==> src/hdl/c_source_tokenizer_macros.svh <==
// Assertion helpers shared by the tokenizer RTL.
// Synthesis builds get empty bodies.
`ifndef C_SOURCE_TOKENIZER_MACROS_SVH
`define C_SOURCE_TOKENIZER_MACROS_SVH

`ifndef SYNTHESIS

// prop must hold at every rising edge outside reset
`define CTOK_ASSERT(lbl, clk, rst, prop) \
   lbl: assert property (@(posedge clk) disable iff (rst) (prop)) \
      else $error("c_source_tokenizer: property violated");

// cond must never be seen at a rising edge outside reset
`define CTOK_NEVER(lbl, clk, rst, cond) \
   lbl: assert property (@(posedge clk) disable iff (rst) !(cond)) \
      else $error("c_source_tokenizer: forbidden condition seen");

`else

`define CTOK_ASSERT(lbl, clk, rst, prop)
`define CTOK_NEVER(lbl, clk, rst, cond)

`endif

`endif

==> src/hdl/c_tok_pkg.sv <==
package c_tok_pkg;

   // token classes
   localparam logic [1:0] CLS_IDENT = 2'd0;
   localparam logic [1:0] CLS_OTHER = 2'd1;
   localparam logic [1:0] CLS_PP    = 2'd2;
   localparam logic [1:0] CLS_STR   = 2'd3;

   // characters of interest
   localparam logic [7:0] CHAR_NUL        = 8'h00;
   localparam logic [7:0] CHAR_LF         = 8'h0A;
   localparam logic [7:0] CHAR_CR         = 8'h0D;
   localparam logic [7:0] CHAR_SPACE      = 8'h20;
   localparam logic [7:0] CHAR_DQUOTE     = 8'h22;
   localparam logic [7:0] CHAR_HASH       = 8'h23;
   localparam logic [7:0] CHAR_SQUOTE     = 8'h27;
   localparam logic [7:0] CHAR_STAR       = 8'h2A;
   localparam logic [7:0] CHAR_SLASH      = 8'h2F;
   localparam logic [7:0] CHAR_DIGIT_0    = 8'h30;
   localparam logic [7:0] CHAR_DIGIT_9    = 8'h39;
   localparam logic [7:0] CHAR_UPPER_A    = 8'h41;
   localparam logic [7:0] CHAR_UPPER_Z    = 8'h5A;
   localparam logic [7:0] CHAR_BACKSLASH  = 8'h5C;
   localparam logic [7:0] CHAR_UNDERSCORE = 8'h5F;
   localparam logic [7:0] CHAR_LOWER_A    = 8'h61;
   localparam logic [7:0] CHAR_LOWER_Z    = 8'h7A;

   // configuration
   localparam int          CSR_ADDR_WIDTH  = 3;
   localparam int          CSR_DATA_WIDTH  = 32;
   localparam int          MAX_LEN_WIDTH   = 9;
   localparam logic [8:0]  MAX_LEN_RESET   = 9'd100;
   localparam logic [8:0]  MAX_LEN_LOW     = 9'd2;
   localparam logic [8:0]  MAX_LEN_HIGH    = 9'd256;
   localparam logic [0:0]  REG_MAX_LEN     = 1'b0;

   // result queue
   localparam int RESULT_QUEUE_DEPTH = 4;

   typedef struct packed {
      logic [7:0] char_out;
      logic       has_char;
      logic [1:0] token_class;
      logic       first_of_token;
      logic       last_of_token;
      logic       last_result;
   } tok_rslt_type;

   // up to two results produced by one accepted beat
   typedef struct packed {
      logic [1:0]   count;
      tok_rslt_type r0;
      tok_rslt_type r1;
   } tok_push_type;

   function automatic tok_rslt_type mk_rslt(input logic [7:0] ch, input logic has,
                                            input logic [1:0] cls, input logic first,
                                            input logic last);
      tok_rslt_type r;
      r.char_out       = has ? ch : 8'h00;
      r.has_char       = has;
      r.token_class    = cls;
      r.first_of_token = first;
      r.last_of_token  = last;
      r.last_result    = 1'b0;
      return r;
   endfunction

endpackage

==> src/hdl/c_tok_csr.sv <==
module c_tok_csr
   import c_tok_pkg::*;
(
   input  logic                      clock,
   input  logic                      reset,
   input  logic                      psel,
   input  logic                      penable,
   input  logic                      pwrite,
   input  logic [CSR_ADDR_WIDTH-1:0] paddr,
   input  logic [CSR_DATA_WIDTH-1:0] pwdata,
   output logic [CSR_DATA_WIDTH-1:0] prdata,
   output logic                      pready,
   output logic [7:0]                char_limit
);

   logic [MAX_LEN_WIDTH-1:0] max_len_ff;
   logic [MAX_LEN_WIDTH-1:0] max_len_clamped;
   logic                     reg_hit;
   logic                     wr_en;

   // one register, word address in paddr[2]
   assign reg_hit = (paddr[CSR_ADDR_WIDTH-1] == REG_MAX_LEN);
   assign wr_en   = psel && penable && pwrite && reg_hit;
   assign pready  = 1'b1;

   always_ff @(posedge clock) begin
      if (reset) begin
         max_len_ff <= MAX_LEN_RESET;
      end else if (wr_en) begin
         max_len_ff <= pwdata[MAX_LEN_WIDTH-1:0];
      end
   end

   assign prdata = reg_hit ? {{(CSR_DATA_WIDTH-MAX_LEN_WIDTH){1'b0}}, max_len_ff}
                           : '0;

   always_comb begin
      if (max_len_ff < MAX_LEN_LOW) begin
         max_len_clamped = MAX_LEN_LOW;
      end else if (max_len_ff > MAX_LEN_HIGH) begin
         max_len_clamped = MAX_LEN_HIGH;
      end else begin
         max_len_clamped = max_len_ff;
      end
   end

   // kept characters per token: 1..255
   assign char_limit = 8'(max_len_clamped - 9'd1);

endmodule

==> src/hdl/c_tok_lexer.sv <==
`include "c_source_tokenizer_macros.svh"

module c_tok_lexer
   import c_tok_pkg::*;
(
   input  logic         clock,
   input  logic         reset,
   input  logic         accept,
   input  logic [7:0]   byte_value,
   input  logic         at_end,
   input  logic [7:0]   char_limit,
   output tok_push_type push
);

   typedef enum logic [3:0] {
      MODE_IDLE,
      MODE_SLASH,
      MODE_LINEC,
      MODE_BLOCKC,
      MODE_BSTAR,
      MODE_IDENT,
      MODE_STR,
      MODE_STRESC,
      MODE_PP,
      MODE_PPCR
   } mode_type;

   mode_type     mode_ff, mode_in, i_mode;
   logic         quote_ff, quote_in, i_quote;
   logic [7:0]   kept_ff, kept_in, i_kept, kept_inc;
   logic         i_v, pre_v, post_v, take_idle;
   tok_rslt_type i_r, pre_r, r0, r1;
   logic         is_alpha, is_ident, keep_ok;
   logic [7:0]   close_quote;

   assign is_alpha = byte_value inside {[CHAR_LOWER_A:CHAR_LOWER_Z],
                                        [CHAR_UPPER_A:CHAR_UPPER_Z], CHAR_UNDERSCORE};
   assign is_ident = is_alpha || (byte_value inside {[CHAR_DIGIT_0:CHAR_DIGIT_9]});
   assign keep_ok  = kept_ff < char_limit;
   assign kept_inc = kept_ff + 8'd1;
   assign close_quote = quote_ff ? CHAR_DQUOTE : CHAR_SQUOTE;

   // byte seen between tokens
   always_comb begin
      i_mode  = MODE_IDLE;
      i_kept  = 8'd0;
      i_quote = quote_ff;
      i_v     = 1'b0;
      i_r     = '0;
      if (byte_value inside {CHAR_SPACE, CHAR_LF, CHAR_CR}) begin
         i_mode = MODE_IDLE;
      end else if (byte_value == CHAR_SLASH) begin
         i_mode = MODE_SLASH;
      end else if (is_alpha) begin
         i_mode = MODE_IDENT;
         i_kept = 8'd1;
         i_v    = 1'b1;
         i_r    = mk_rslt(byte_value, 1'b1, CLS_IDENT, 1'b1, 1'b0);
      end else if (byte_value inside {CHAR_SQUOTE, CHAR_DQUOTE}) begin
         i_mode  = MODE_STR;
         i_kept  = 8'd1;
         i_quote = (byte_value == CHAR_DQUOTE);
         i_v     = 1'b1;
         i_r     = mk_rslt(byte_value, 1'b1, CLS_STR, 1'b1, 1'b0);
      end else if (byte_value == CHAR_HASH) begin
         i_mode = MODE_PP;
         i_kept = 8'd1;
         i_v    = 1'b1;
         i_r    = mk_rslt(byte_value, 1'b1, CLS_PP, 1'b1, 1'b0);
      end else begin
         i_v = 1'b1;
         i_r = mk_rslt(byte_value, 1'b1, CLS_OTHER, 1'b1, 1'b1);
      end
   end

   // main transition
   always_comb begin
      mode_in   = mode_ff;
      kept_in   = kept_ff;
      quote_in  = quote_ff;
      pre_v     = 1'b0;
      pre_r     = '0;
      take_idle = 1'b0;
      if (at_end) begin
         case (mode_ff)
            MODE_SLASH: begin
               pre_v = 1'b1;
               pre_r = mk_rslt(CHAR_SLASH, 1'b1, CLS_OTHER, 1'b1, 1'b1);
            end
            MODE_IDENT: begin
               pre_v = 1'b1;
               pre_r = mk_rslt(CHAR_NUL, 1'b0, CLS_IDENT, 1'b0, 1'b1);
            end
            MODE_STR, MODE_STRESC: begin
               pre_v = 1'b1;
               pre_r = mk_rslt(CHAR_NUL, 1'b0, CLS_STR, 1'b0, 1'b1);
            end
            MODE_PP: begin
               pre_v = 1'b1;
               pre_r = mk_rslt(CHAR_NUL, 1'b0, CLS_PP, 1'b0, 1'b1);
            end
            default: ;
         endcase
         mode_in  = MODE_IDLE;
         quote_in = 1'b0;
         kept_in  = 8'd0;
      end else begin
         case (mode_ff)
            MODE_SLASH: begin
               if (byte_value == CHAR_SLASH) begin
                  mode_in = MODE_LINEC;
               end else if (byte_value == CHAR_STAR) begin
                  mode_in = MODE_BLOCKC;
               end else begin
                  pre_v     = 1'b1;
                  pre_r     = mk_rslt(CHAR_SLASH, 1'b1, CLS_OTHER, 1'b1, 1'b1);
                  take_idle = 1'b1;
               end
            end
            MODE_LINEC: begin
               take_idle = byte_value inside {CHAR_CR, CHAR_LF, CHAR_NUL};
            end
            MODE_BLOCKC: begin
               if (byte_value == CHAR_STAR) begin
                  mode_in = MODE_BSTAR;
               end
            end
            MODE_BSTAR: begin
               if (byte_value == CHAR_SLASH) begin
                  mode_in = MODE_IDLE;
               end else if (byte_value != CHAR_STAR) begin
                  mode_in = MODE_BLOCKC;
               end
            end
            MODE_IDENT: begin
               if (is_ident) begin
                  if (keep_ok) begin
                     kept_in = kept_inc;
                     pre_v   = 1'b1;
                     pre_r   = mk_rslt(byte_value, 1'b1, CLS_IDENT, 1'b0, 1'b0);
                  end
               end else begin
                  pre_v     = 1'b1;
                  pre_r     = mk_rslt(CHAR_NUL, 1'b0, CLS_IDENT, 1'b0, 1'b1);
                  take_idle = 1'b1;
               end
            end
            MODE_STR: begin
               if (byte_value == CHAR_BACKSLASH) begin
                  mode_in = MODE_STRESC;
                  if (keep_ok) begin
                     kept_in = kept_inc;
                     pre_v   = 1'b1;
                     pre_r   = mk_rslt(byte_value, 1'b1, CLS_STR, 1'b0, 1'b0);
                  end
               end else if (byte_value == close_quote) begin
                  // closing quote, or a bare close when out of room
                  pre_v   = 1'b1;
                  pre_r   = mk_rslt(byte_value, keep_ok, CLS_STR, 1'b0, 1'b1);
                  mode_in = MODE_IDLE;
                  kept_in = 8'd0;
               end else if (keep_ok) begin
                  kept_in = kept_inc;
                  pre_v   = 1'b1;
                  pre_r   = mk_rslt(byte_value, 1'b1, CLS_STR, 1'b0, 1'b0);
               end
            end
            MODE_STRESC: begin
               mode_in = MODE_STR;
               if (keep_ok) begin
                  kept_in = kept_inc;
                  pre_v   = 1'b1;
                  pre_r   = mk_rslt(byte_value, 1'b1, CLS_STR, 1'b0, 1'b0);
               end
            end
            MODE_PP: begin
               if (byte_value inside {CHAR_CR, CHAR_LF}) begin
                  pre_v   = 1'b1;
                  pre_r   = mk_rslt(CHAR_NUL, 1'b0, CLS_PP, 1'b0, 1'b1);
                  mode_in = (byte_value == CHAR_CR) ? MODE_PPCR : MODE_IDLE;
                  kept_in = 8'd0;
               end else if (keep_ok) begin
                  kept_in = kept_inc;
                  pre_v   = 1'b1;
                  pre_r   = mk_rslt(byte_value, 1'b1, CLS_PP, 1'b0, 1'b0);
               end
            end
            MODE_PPCR: begin
               mode_in = MODE_IDLE;
            end
            default: begin
               take_idle = 1'b1;
            end
         endcase
      end
      post_v = 1'b0;
      if (take_idle) begin
         mode_in  = i_mode;
         kept_in  = i_kept;
         quote_in = i_quote;
         post_v   = i_v;
      end
   end

   // pack: pre result first, then the one from the idle decode
   always_comb begin
      r0             = pre_v ? pre_r : i_r;
      r0.last_result = !(pre_v && post_v);
      r1             = i_r;
      r1.last_result = 1'b1;
      push.r0        = r0;
      push.r1        = r1;
      push.count     = accept ? (2'(pre_v) + 2'(post_v)) : 2'd0;
   end

   always_ff @(posedge clock) begin
      if (reset) begin
         mode_ff  <= MODE_IDLE;
         quote_ff <= 1'b0;
         kept_ff  <= 8'd0;
      end else if (accept) begin
         mode_ff  <= mode_in;
         quote_ff <= quote_in;
         kept_ff  <= kept_in;
      end
   end

   // outside tokens nothing is counted
   `CTOK_ASSERT(a_kept_clear_outside_token, clock, reset,
      (mode_ff == MODE_IDLE || mode_ff == MODE_SLASH || mode_ff == MODE_LINEC ||
       mode_ff == MODE_BLOCKC || mode_ff == MODE_BSTAR || mode_ff == MODE_PPCR)
      |-> (kept_ff == 8'd0))
   // end of input returns everything to reset
   `CTOK_ASSERT(a_end_resets_state, clock, reset,
      (accept && at_end) |=> (mode_ff == MODE_IDLE && kept_ff == 8'd0 && !quote_ff))
   // two results only when a pending slash or identifier is flushed
   `CTOK_ASSERT(a_pair_source, clock, reset,
      (push.count == 2'd2) |-> (mode_ff == MODE_SLASH || mode_ff == MODE_IDENT))

endmodule

==> src/hdl/c_tok_queue.sv <==
`include "c_source_tokenizer_macros.svh"

module c_tok_queue
   import c_tok_pkg::*;
#(
   parameter int Depth = RESULT_QUEUE_DEPTH
) (
   input  logic         clock,
   input  logic         reset,
   input  tok_push_type push,
   output logic         room_low,
   output logic         rsp_valid,
   input  logic         rsp_stall,
   output tok_rslt_type head
);

   localparam int AW = (Depth > 1) ? $clog2(Depth) : 1;
   localparam int CW = $clog2(Depth + 1);

   tok_rslt_type      entries_ff [Depth];
   logic [AW-1:0]     wr_ptr_ff, wr_ptr_in, wr_ptr_nx;
   logic [AW-1:0]     rd_ptr_ff, rd_ptr_in;
   logic [CW-1:0]     count_ff, count_in;
   logic              pop;

   function automatic logic [AW-1:0] ptr_inc(input logic [AW-1:0] p);
      return (p == AW'(Depth - 1)) ? '0 : p + AW'(1);
   endfunction

   assign wr_ptr_nx = ptr_inc(wr_ptr_ff);
   assign pop       = rsp_valid && !rsp_stall;
   assign rsp_valid = (count_ff != '0);
   assign head      = entries_ff[rd_ptr_ff];
   // stall intake unless two slots are free
   assign room_low  = (count_ff > CW'(Depth - 2));

   always_comb begin
      case (push.count)
         2'd1:    wr_ptr_in = wr_ptr_nx;
         2'd2:    wr_ptr_in = ptr_inc(wr_ptr_nx);
         default: wr_ptr_in = wr_ptr_ff;
      endcase
      rd_ptr_in = pop ? ptr_inc(rd_ptr_ff) : rd_ptr_ff;
      count_in  = count_ff + CW'(push.count) - CW'(pop);
   end

   always_ff @(posedge clock) begin
      if (reset) begin
         wr_ptr_ff <= '0;
         rd_ptr_ff <= '0;
         count_ff  <= '0;
      end else begin
         wr_ptr_ff <= wr_ptr_in;
         rd_ptr_ff <= rd_ptr_in;
         count_ff  <= count_in;
      end
   end

   always_ff @(posedge clock) begin
      if (push.count != 2'd0) begin
         entries_ff[wr_ptr_ff] <= push.r0;
      end
      if (push.count == 2'd2) begin
         entries_ff[wr_ptr_nx] <= push.r1;
      end
   end

   `CTOK_ASSERT(a_no_overfill, clock, reset,
      (32'(count_ff) + 32'(push.count)) <= 32'(Depth))
   `CTOK_NEVER(a_no_push_when_low, clock, reset,
      room_low && (push.count != 2'd0))

endmodule

==> src/hdl/c_source_tokenizer.sv <==
// Results are registered in the result queue before they are offered on rsp_*.
// Throughput: one input beat per cycle while rsp_stall is low and each byte yields at
//   most one result; a byte flushing a slash or identifier yields two output beats.
// Intake stalls when fewer than two result-queue slots are free.
// Reset (synchronous, active high): lexer idle, queue empty, max_token_length = 100.
module c_source_tokenizer
   import c_tok_pkg::*;
#(
   parameter int QueueDepth = RESULT_QUEUE_DEPTH
) (
   input  logic                      clock,
   input  logic                      reset,
   // input byte channel
   input  logic                      req_valid,
   output logic                      req_stall,
   input  logic [7:0]                req_byte_value,
   input  logic                      req_at_end,
   // token result channel
   output logic                      rsp_valid,
   input  logic                      rsp_stall,
   output logic [7:0]                rsp_char_out,
   output logic                      rsp_has_char,
   output logic [1:0]                rsp_token_class,
   output logic                      rsp_first_of_token,
   output logic                      rsp_last_of_token,
   output logic                      rsp_last_result,
   // register port
   input  logic                      psel,
   input  logic                      penable,
   input  logic                      pwrite,
   input  logic [CSR_ADDR_WIDTH-1:0] paddr,
   input  logic [CSR_DATA_WIDTH-1:0] pwdata,
   output logic [CSR_DATA_WIDTH-1:0] prdata,
   output logic                      pready
);

   logic         req_accept;
   logic [7:0]   char_limit;
   logic         room_low;
   tok_push_type push;
   tok_rslt_type head;

   // stall depends only on queue fill and reset, never on req_valid;
   // no beat is taken while reset is high
   assign req_stall  = room_low || reset;
   assign req_accept = req_valid && !req_stall;

   // max_token_length register, clamped to a kept-character limit
   c_tok_csr u_csr (
      .clock      (clock),
      .reset      (reset),
      .psel       (psel),
      .penable    (penable),
      .pwrite     (pwrite),
      .paddr      (paddr),
      .pwdata     (pwdata),
      .prdata     (prdata),
      .pready     (pready),
      .char_limit (char_limit)
   );

   // lexer state and combinational transition; up to two results per beat
   c_tok_lexer u_lexer (
      .clock      (clock),
      .reset      (reset),
      .accept     (req_accept),
      .byte_value (req_byte_value),
      .at_end     (req_at_end),
      .char_limit (char_limit),
      .push       (push)
   );

   // result queue parts intake from the output handshake
   c_tok_queue #(
      .Depth (QueueDepth)
   ) u_queue (
      .clock     (clock),
      .reset     (reset),
      .push      (push),
      .room_low  (room_low),
      .rsp_valid (rsp_valid),
      .rsp_stall (rsp_stall),
      .head      (head)
   );

   assign rsp_char_out       = head.char_out;
   assign rsp_has_char       = head.has_char;
   assign rsp_token_class    = head.token_class;
   assign rsp_first_of_token = head.first_of_token;
   assign rsp_last_of_token  = head.last_of_token;
   assign rsp_last_result    = head.last_result;

endmodule

==> config.mk <==
export PLATFORM = sky130hd
export DESIGN_NAME = c_source_tokenizer
export DESIGN_NICKNAME = d
export VERILOG_FILES = /design/src/hdl/c_tok_pkg.sv /design/src/hdl/c_tok_csr.sv /design/src/hdl/c_tok_lexer.sv /design/src/hdl/c_tok_queue.sv /design/src/hdl/c_source_tokenizer.sv
export VERILOG_INCLUDE_DIRS = /design/src /design/src/hdl
export SDC_FILE = /design/constraint.sdc
export NUM_CORES = 1
export LEC_CHECK = 0
export BUFFER_PORTS_ARGS = -buffer_cell sky130_fd_sc_hd__buf_2
export CORE_MARGIN = 2
export CORE_UTILIZATION = 57
export DETAILED_ROUTE_END_ITERATION = 7
export PLACE_DENSITY = 0.81
export SYNTH_ARGS = -nofsm -noshare
export SYNTH_HDL_FRONTEND = slang
export SYNTH_SLANG_ARGS = --single-unit
==> constraint.sdc <==
create_clock -name clock -period 6.3 [get_ports clock]
set_input_delay 1.26 -clock clock [delete_from_list [all_inputs] [get_ports clock]]
set_output_delay 1.26 -clock clock [all_outputs]
set_load 0.005 [all_outputs]
After elaboration in Yosys (flattened, before gate mapping). Memory sizes are Yosys's and may differ from the RTL's. A register that Yosys moved wholly into a read port is not among the register bits. Cells that the tools add are included.

Memories: 1. Memory bits (writable): 56. Output and inout port bits: 49. Word-level logic and storage cells: 181. Flip-flop bits (word level): 29.

Memories: u_queue.entries_ff (depth 4, width 14, rd ports 1, clocked after memory_dff 1, write ports 2, RTL line c_tok_queue.sv:20) `tok_rslt_type entries_ff [Depth];`.

Magnitude comparators: 10. Bitwise operators: 1. Add/subtract/negate cells: 8. Muxes and demuxes: 86. Reduce and logical (&&, ||, !) cells: 32. Eq/ne operators: 36.

Operators by type and width (count): two-way mux 14 bit (12); two-way mux 8 bit (14); one-hot mux 14 bit (5 select lines) (1); two-way mux 4 bit (16); equality test 8 x 6 -> 1 bit (second input constant) (6); one-hot mux 12 bit (4 select lines) (1); one-hot mux 8 bit (4 select lines) (1); one-hot mux 4 bit (7 select lines) (1); two-way mux 1 bit (25); equality test 4 x 3 -> 1 bit (second input constant) (4); equality test 8 x 4 -> 1 bit (second input constant) (2); equality test 8 x 7 -> 1 bit (second input constant) (2); >= comparator 8 x 7 -> 1 bit (second input constant) (2); <= comparator 8 x 7 -> 1 bit (second input constant) (2); two-way mux 5 bit (3); inequality test 5 x 2 -> 1 bit (second input constant) (3); two-way mux 12 bit (1); two-way mux 2 bit (6); inequality test 4 x 2 -> 1 bit (second input constant) (3); nonzero test 3 bit (4); nonzero test 2 bit (5); > comparator 9 bit (second input constant) (1); logical AND 1 bit (9); less-than comparator 9 x 2 -> 1 bit (second input constant) (1); 35 further kinds (48).

Depth between registers and ports, before layout.
Depth after elaboration: 15. Mapped depth: 25. Depth with buffers taken out: 23.

By module. Synthesis repeated with hierarchy kept, for this count alone.

Cells, all modules: 597. Area total of the unflattened synthesis: 6109.6 um^2.

Modules (own cells, without submodules): c_tok_queue (times used 1, cells each 202, area an instance 3318.2 um^2); c_tok_lexer (times used 1, cells each 287, area an instance 2021.9 um^2); c_tok_csr (times used 1, cells each 106, area an instance 755.7 um^2); c_source_tokenizer (times used 1, cells each 2, area an instance 13.8 um^2).

Worst setup path after synthesis. No wires, ideal clock.

Path type: reg-to-reg. Start: reg u_csr.max_len_ff[2]. End: mem u_queue.entries_ff[3][10] in the netlist's numbering (enable). Arrival time: 4.858 ns. Required time: 5.944 ns. Path slack: 1.086 ns. Path buffers: 2. Stages on the path, launching flop included: 24. Period minus slack after synthesis: 5.214 ns. Path through: dfxtp_1 > or4_1 > or3_1 > o21ai_0 > ha_1 > nor2b_1 > a31oi_1 > a21oi_1 > ha_1 > and4_1 > nand2_1 > or3b_2 > nand2_1 > a21o_1 > buf_4 > inv_2 > ha_1 > and3_1 > inv_1 > ha_1 > clkbuf_1 > nand2_1 > nand3b_1 > nand2_1.

RTL lines: start, declared (RTL line c_tok_csr.sv:16) `logic [MAX_LEN_WIDTH-1:0] max_len_ff;`; start signal, assigned (RTL line c_tok_csr.sv:30) `max_len_ff <= pwdata[MAX_LEN_WIDTH-1:0];`; end, declared (RTL line c_tok_queue.sv:20).

==> metrics.txt <==
Synth area leaders=edfxtp_1 28%, dfxtp_1 12%, mux4_2 5.6%, ha_1 5.1%, a21oi_1 4.2%; WHS Path Cells=2; pwr/cell area=between 200 and 250 nW/µm²; RSZ-0062 raised after global routing=false; unique cell type count in the Yosys netlist=72; Nets=724; clock latency at the later pin of the worst-skew pair=0.38 ns; syn_area_per_cell=roughly 9.4 µm²; Worst EP required=6.42 ns; clock skew=0.0132 ns; VDD IR max=0.118 mV; largest net degree at the start of global routing=25; Sum Neg Setup Slack=0 ns; Reg2Reg Capture Point=u_queue.entries_ff[0][9]; Starting Density=58.3%; R2R Setup Slk=between 0.3 and 0.4 ns; Post-synth EDFFs=52; Synth area leader=edfxtp_1; worst-margin pin slew=0.960 ns; hold wc startpoint=u_csr.max_len_ff[0]; IO buf count=50; final worst-path cycle share=93.8%; largest family of logic cells by synthesized area=simple AND/OR/NAND/NOR gates; post-synthesis compound-gate area fraction=between 10% and 20%; most numerous cell in the Yosys netlist=nand2_1; number of placed instances, taps included=769; Synth Area in Adders=5.43%; Final HPWL DP=9780 µm; n_diodes=0; final hold vios=0; total global routing track utilization=between 20% and 30%; total congestion overflow=0; Synth Area in XOR/XNOR=1.39%; post-synthesis mux area share=6.46%; vias=roughly 4800; Endpoint, Worst Hold=u_csr.max_len_ff[0]; drt initial violations=371; Num CTS Buffers=9; vias in the first global route=4537; Root Buffer=clkbuf_8; Seq/Total Area, Yosys=39.9%; Power Total=1.40 mW; share of cells above drive strength 1=17.0%; Achievable Freq=about 0.17 GHz; endpoint class of the critical path=flip-flop; fill cell total of the finished layout=801; Post-DRT Antenna Nets=0; die area=10800 µm²; CP startpoint=u_csr.max_len_ff[2]; CTS sink count=87; Clk pin slew, worst setup/hold paths=0.09 ns; CTS tree=yes; Core Area=slightly below 10000 µm²; Synth Register Bits=slightly below 90; worst r2r path cells=23; maximum fanout along the worst path=10; status=complete, no violations; Post-synth top cells=64 x nand2_1, 52 x edfxtp_1, 48 x a21oi_1, 48 x nor2_1, 35 x dfxtp_1; Finished Core Util=63.7%; ys async rst share=0%; Placer Congestion=0.929; Die Ht=roughly 100 µm; first drt pass iteration count=6; antenna violations before repair=0; first-pass GRT wire length=between 20000 and 25000 µm; Vias/cell=6.09; number of synthesis warnings=0; Post-synth top flop=edfxtp_1; H-tree levels=3; Post-Syn Instances=slightly above 600; Final Max Tran Viols=0; max cap viols=0; synthesized-area fraction occupied by and/or/nand/nor cells=23.3%; Max-slew headroom=35.9%; startpoint types=flip-flop; Tmin final=slightly below 6 ns; Longest Clk Path Bufs=2; Leak=2.25 nW; critical path arrival=slightly above 6 ns; I/O Pins=100; area grow syn2layout=9.31%; kind of critical path=reg -> reg; final setup fails=0; Residual DRC=0; synthesized area=5670 µm²; drt wl/cell=17.1 µm; worst reg2reg path startpoint=u_csr.max_len_ff[2]; die width=104 µm; # hold bufs at CTS=0; DRT Wirelength=about 13000 µm; Finished Layout Cells=787; Hold WC Path Type=reg -> reg; top-area cell type share of the netlist area=27.5%; Rows=36
-- placed cells by master (no fill, tap or decap), types with 3 or more instances in the layout --
master / netlist / layout
nor2b_1: 22 / 22
a211oi_1: 4 / 4
nand2_1: 64 / 64
xor2_1: 6 / 6
and4b_1: 3 / 3
or2_2: 6 / 6
nor3b_1: 6 / 5
and2_1: 18 / 18
o211ai_1: 5 / 5
mux2i_1: 4 / 4
nor4_1: 3 / 3
ha_1: 23 / 23
o2bb2ai_1: 5 / 5
nand4_1: 3 / 3
xnor2_1: 3 / 3
dfxtp_1: 35 / 35
inv_1: 14 / 14
buf_2: 2 / 50
conb_1: 2 / 24
o22ai_1: 9 / 9
edfxtp_1: 52 / 52
nand4b_1: 3 / 3
or4_1: 5 / 5
nand2b_1: 10 / 10
a21o_1: 6 / 5
mux4_2: 14 / 14
a21oi_1: 48 / 48
nor3_1: 8 / 8
clkbuf_8: 0 / 10
or3_1: 11 / 11
a211o_1: 4 / 4
o21ai_0: 34 / 34
nand3b_1: 7 / 7
o21a_1: 7 / 7
a31oi_1: 5 / 5
nor2_1: 48 / 48
buf_4: 25 / 11
nand3_1: 14 / 14
-- critical path: stages (launching register included) --
cell	delay [ns]
dfxtp_1	0.37
or4_1	0.61
or3_1	0.36
o21ai_0	0.16
ha_1	0.30
nor2b_1	0.09
a31oi_1	0.15
a21oi_1	0.09
ha_1	0.29
and4_1	0.20
nand2_1	0.06
or3b_2	0.50
nand2_1	0.14
a21o_2	0.26
inv_2	0.10
ha_1	0.30
and3_1	0.20
inv_1	0.08
ha_1	0.34
and2_1	0.31
nor3b_1	0.08
buf_4	0.16
a22oi_1	0.35
a21oi_1	0.14
-- layer usage --
layer  global-route usage [%]  up-vias  share of wire (%)
met3                     5.48       34                7.1
met2                     43.3      223                 49
met1                     31.6     2259                 41
li1                         -     2276                  -
met4                     7.05        0                2.2
met5                        0        -                  0
-- cell families after synthesis --
logic type | Yosys count
xor gates and xnor gates | 9
DFF | 87
muxes | 19
other | 2
adders and majority gates | 24
AOI/OAI and AO/OA | 153
and+or+nand+nor | 246
buffers and inverters | 66
-- metrics by stage --
step / instance area [µm²] / worst slack (ns) / hold slack, ns
after detailed placement: 5950 / 0.312 / 0.487
after global placement: 5950 / 0.504 / 0.466
final: 6200 / 0.393 / 0.502
after floorplan: 5760 / 1.09 / 0.449
after CTS: 6160 / 0.264 / 0.501
after global routing: 6200 / 0.0826 / 0.519
-- worst max-delay path by stage --
stage                     slack (ns)                   endpoint
after floorplan                 1.09  u_queue.entries_ff[3][10]
after global placement          0.50   u_queue.entries_ff[1][8]
after detailed placement        0.31   u_queue.entries_ff[1][6]
after CTS                       0.26   u_queue.entries_ff[1][8]
after global routing            0.08   u_queue.entries_ff[2][9]
final                           0.39   u_queue.entries_ff[0][9]
-- registers in the layout, indices dropped and copies added, names as in the netlist, named ones only --
register and count:
u_csr.max_len_ff 9, u_queue.rd_ptr_ff 2, u_lexer.kept_ff 8, u_lexer.mode_ff 4, u_queue.wr_ptr_ff 2, u_queue.entries_ff 56
u_queue.count_ff 3, u_lexer.quote_ff 1
-- layout make-up --
cell class / count / area [µm²] / area share [%]
clock buffer: 10 / 138 / 2.22
timing repair buffer: 61 / 333 / 5.37
inverter: 15 / 56.3 / 0.908
multi-input combinational: 475 / 3170 / 51.1
sequential: 87 / 2260 / 36.5
tap: 133 / 166 / 2.68
clock inverter: 6 / 75.1 / 1.21
-- power breakdown --
part / internal (mW) / switching [mW]
Combinational: 0.153 / 0.146
Sequential: 0.636 / 0.0447
Clock: 0.200 / 0.220
Total: 0.990 / 0.410
-- what timing repair did --
item                                    CTS  global route
setup buffers                             0             2
resized for setup                         0             4
endpoints found under the setup margin    0            10
No activity file was read; power rests on OpenSTA's default activity.
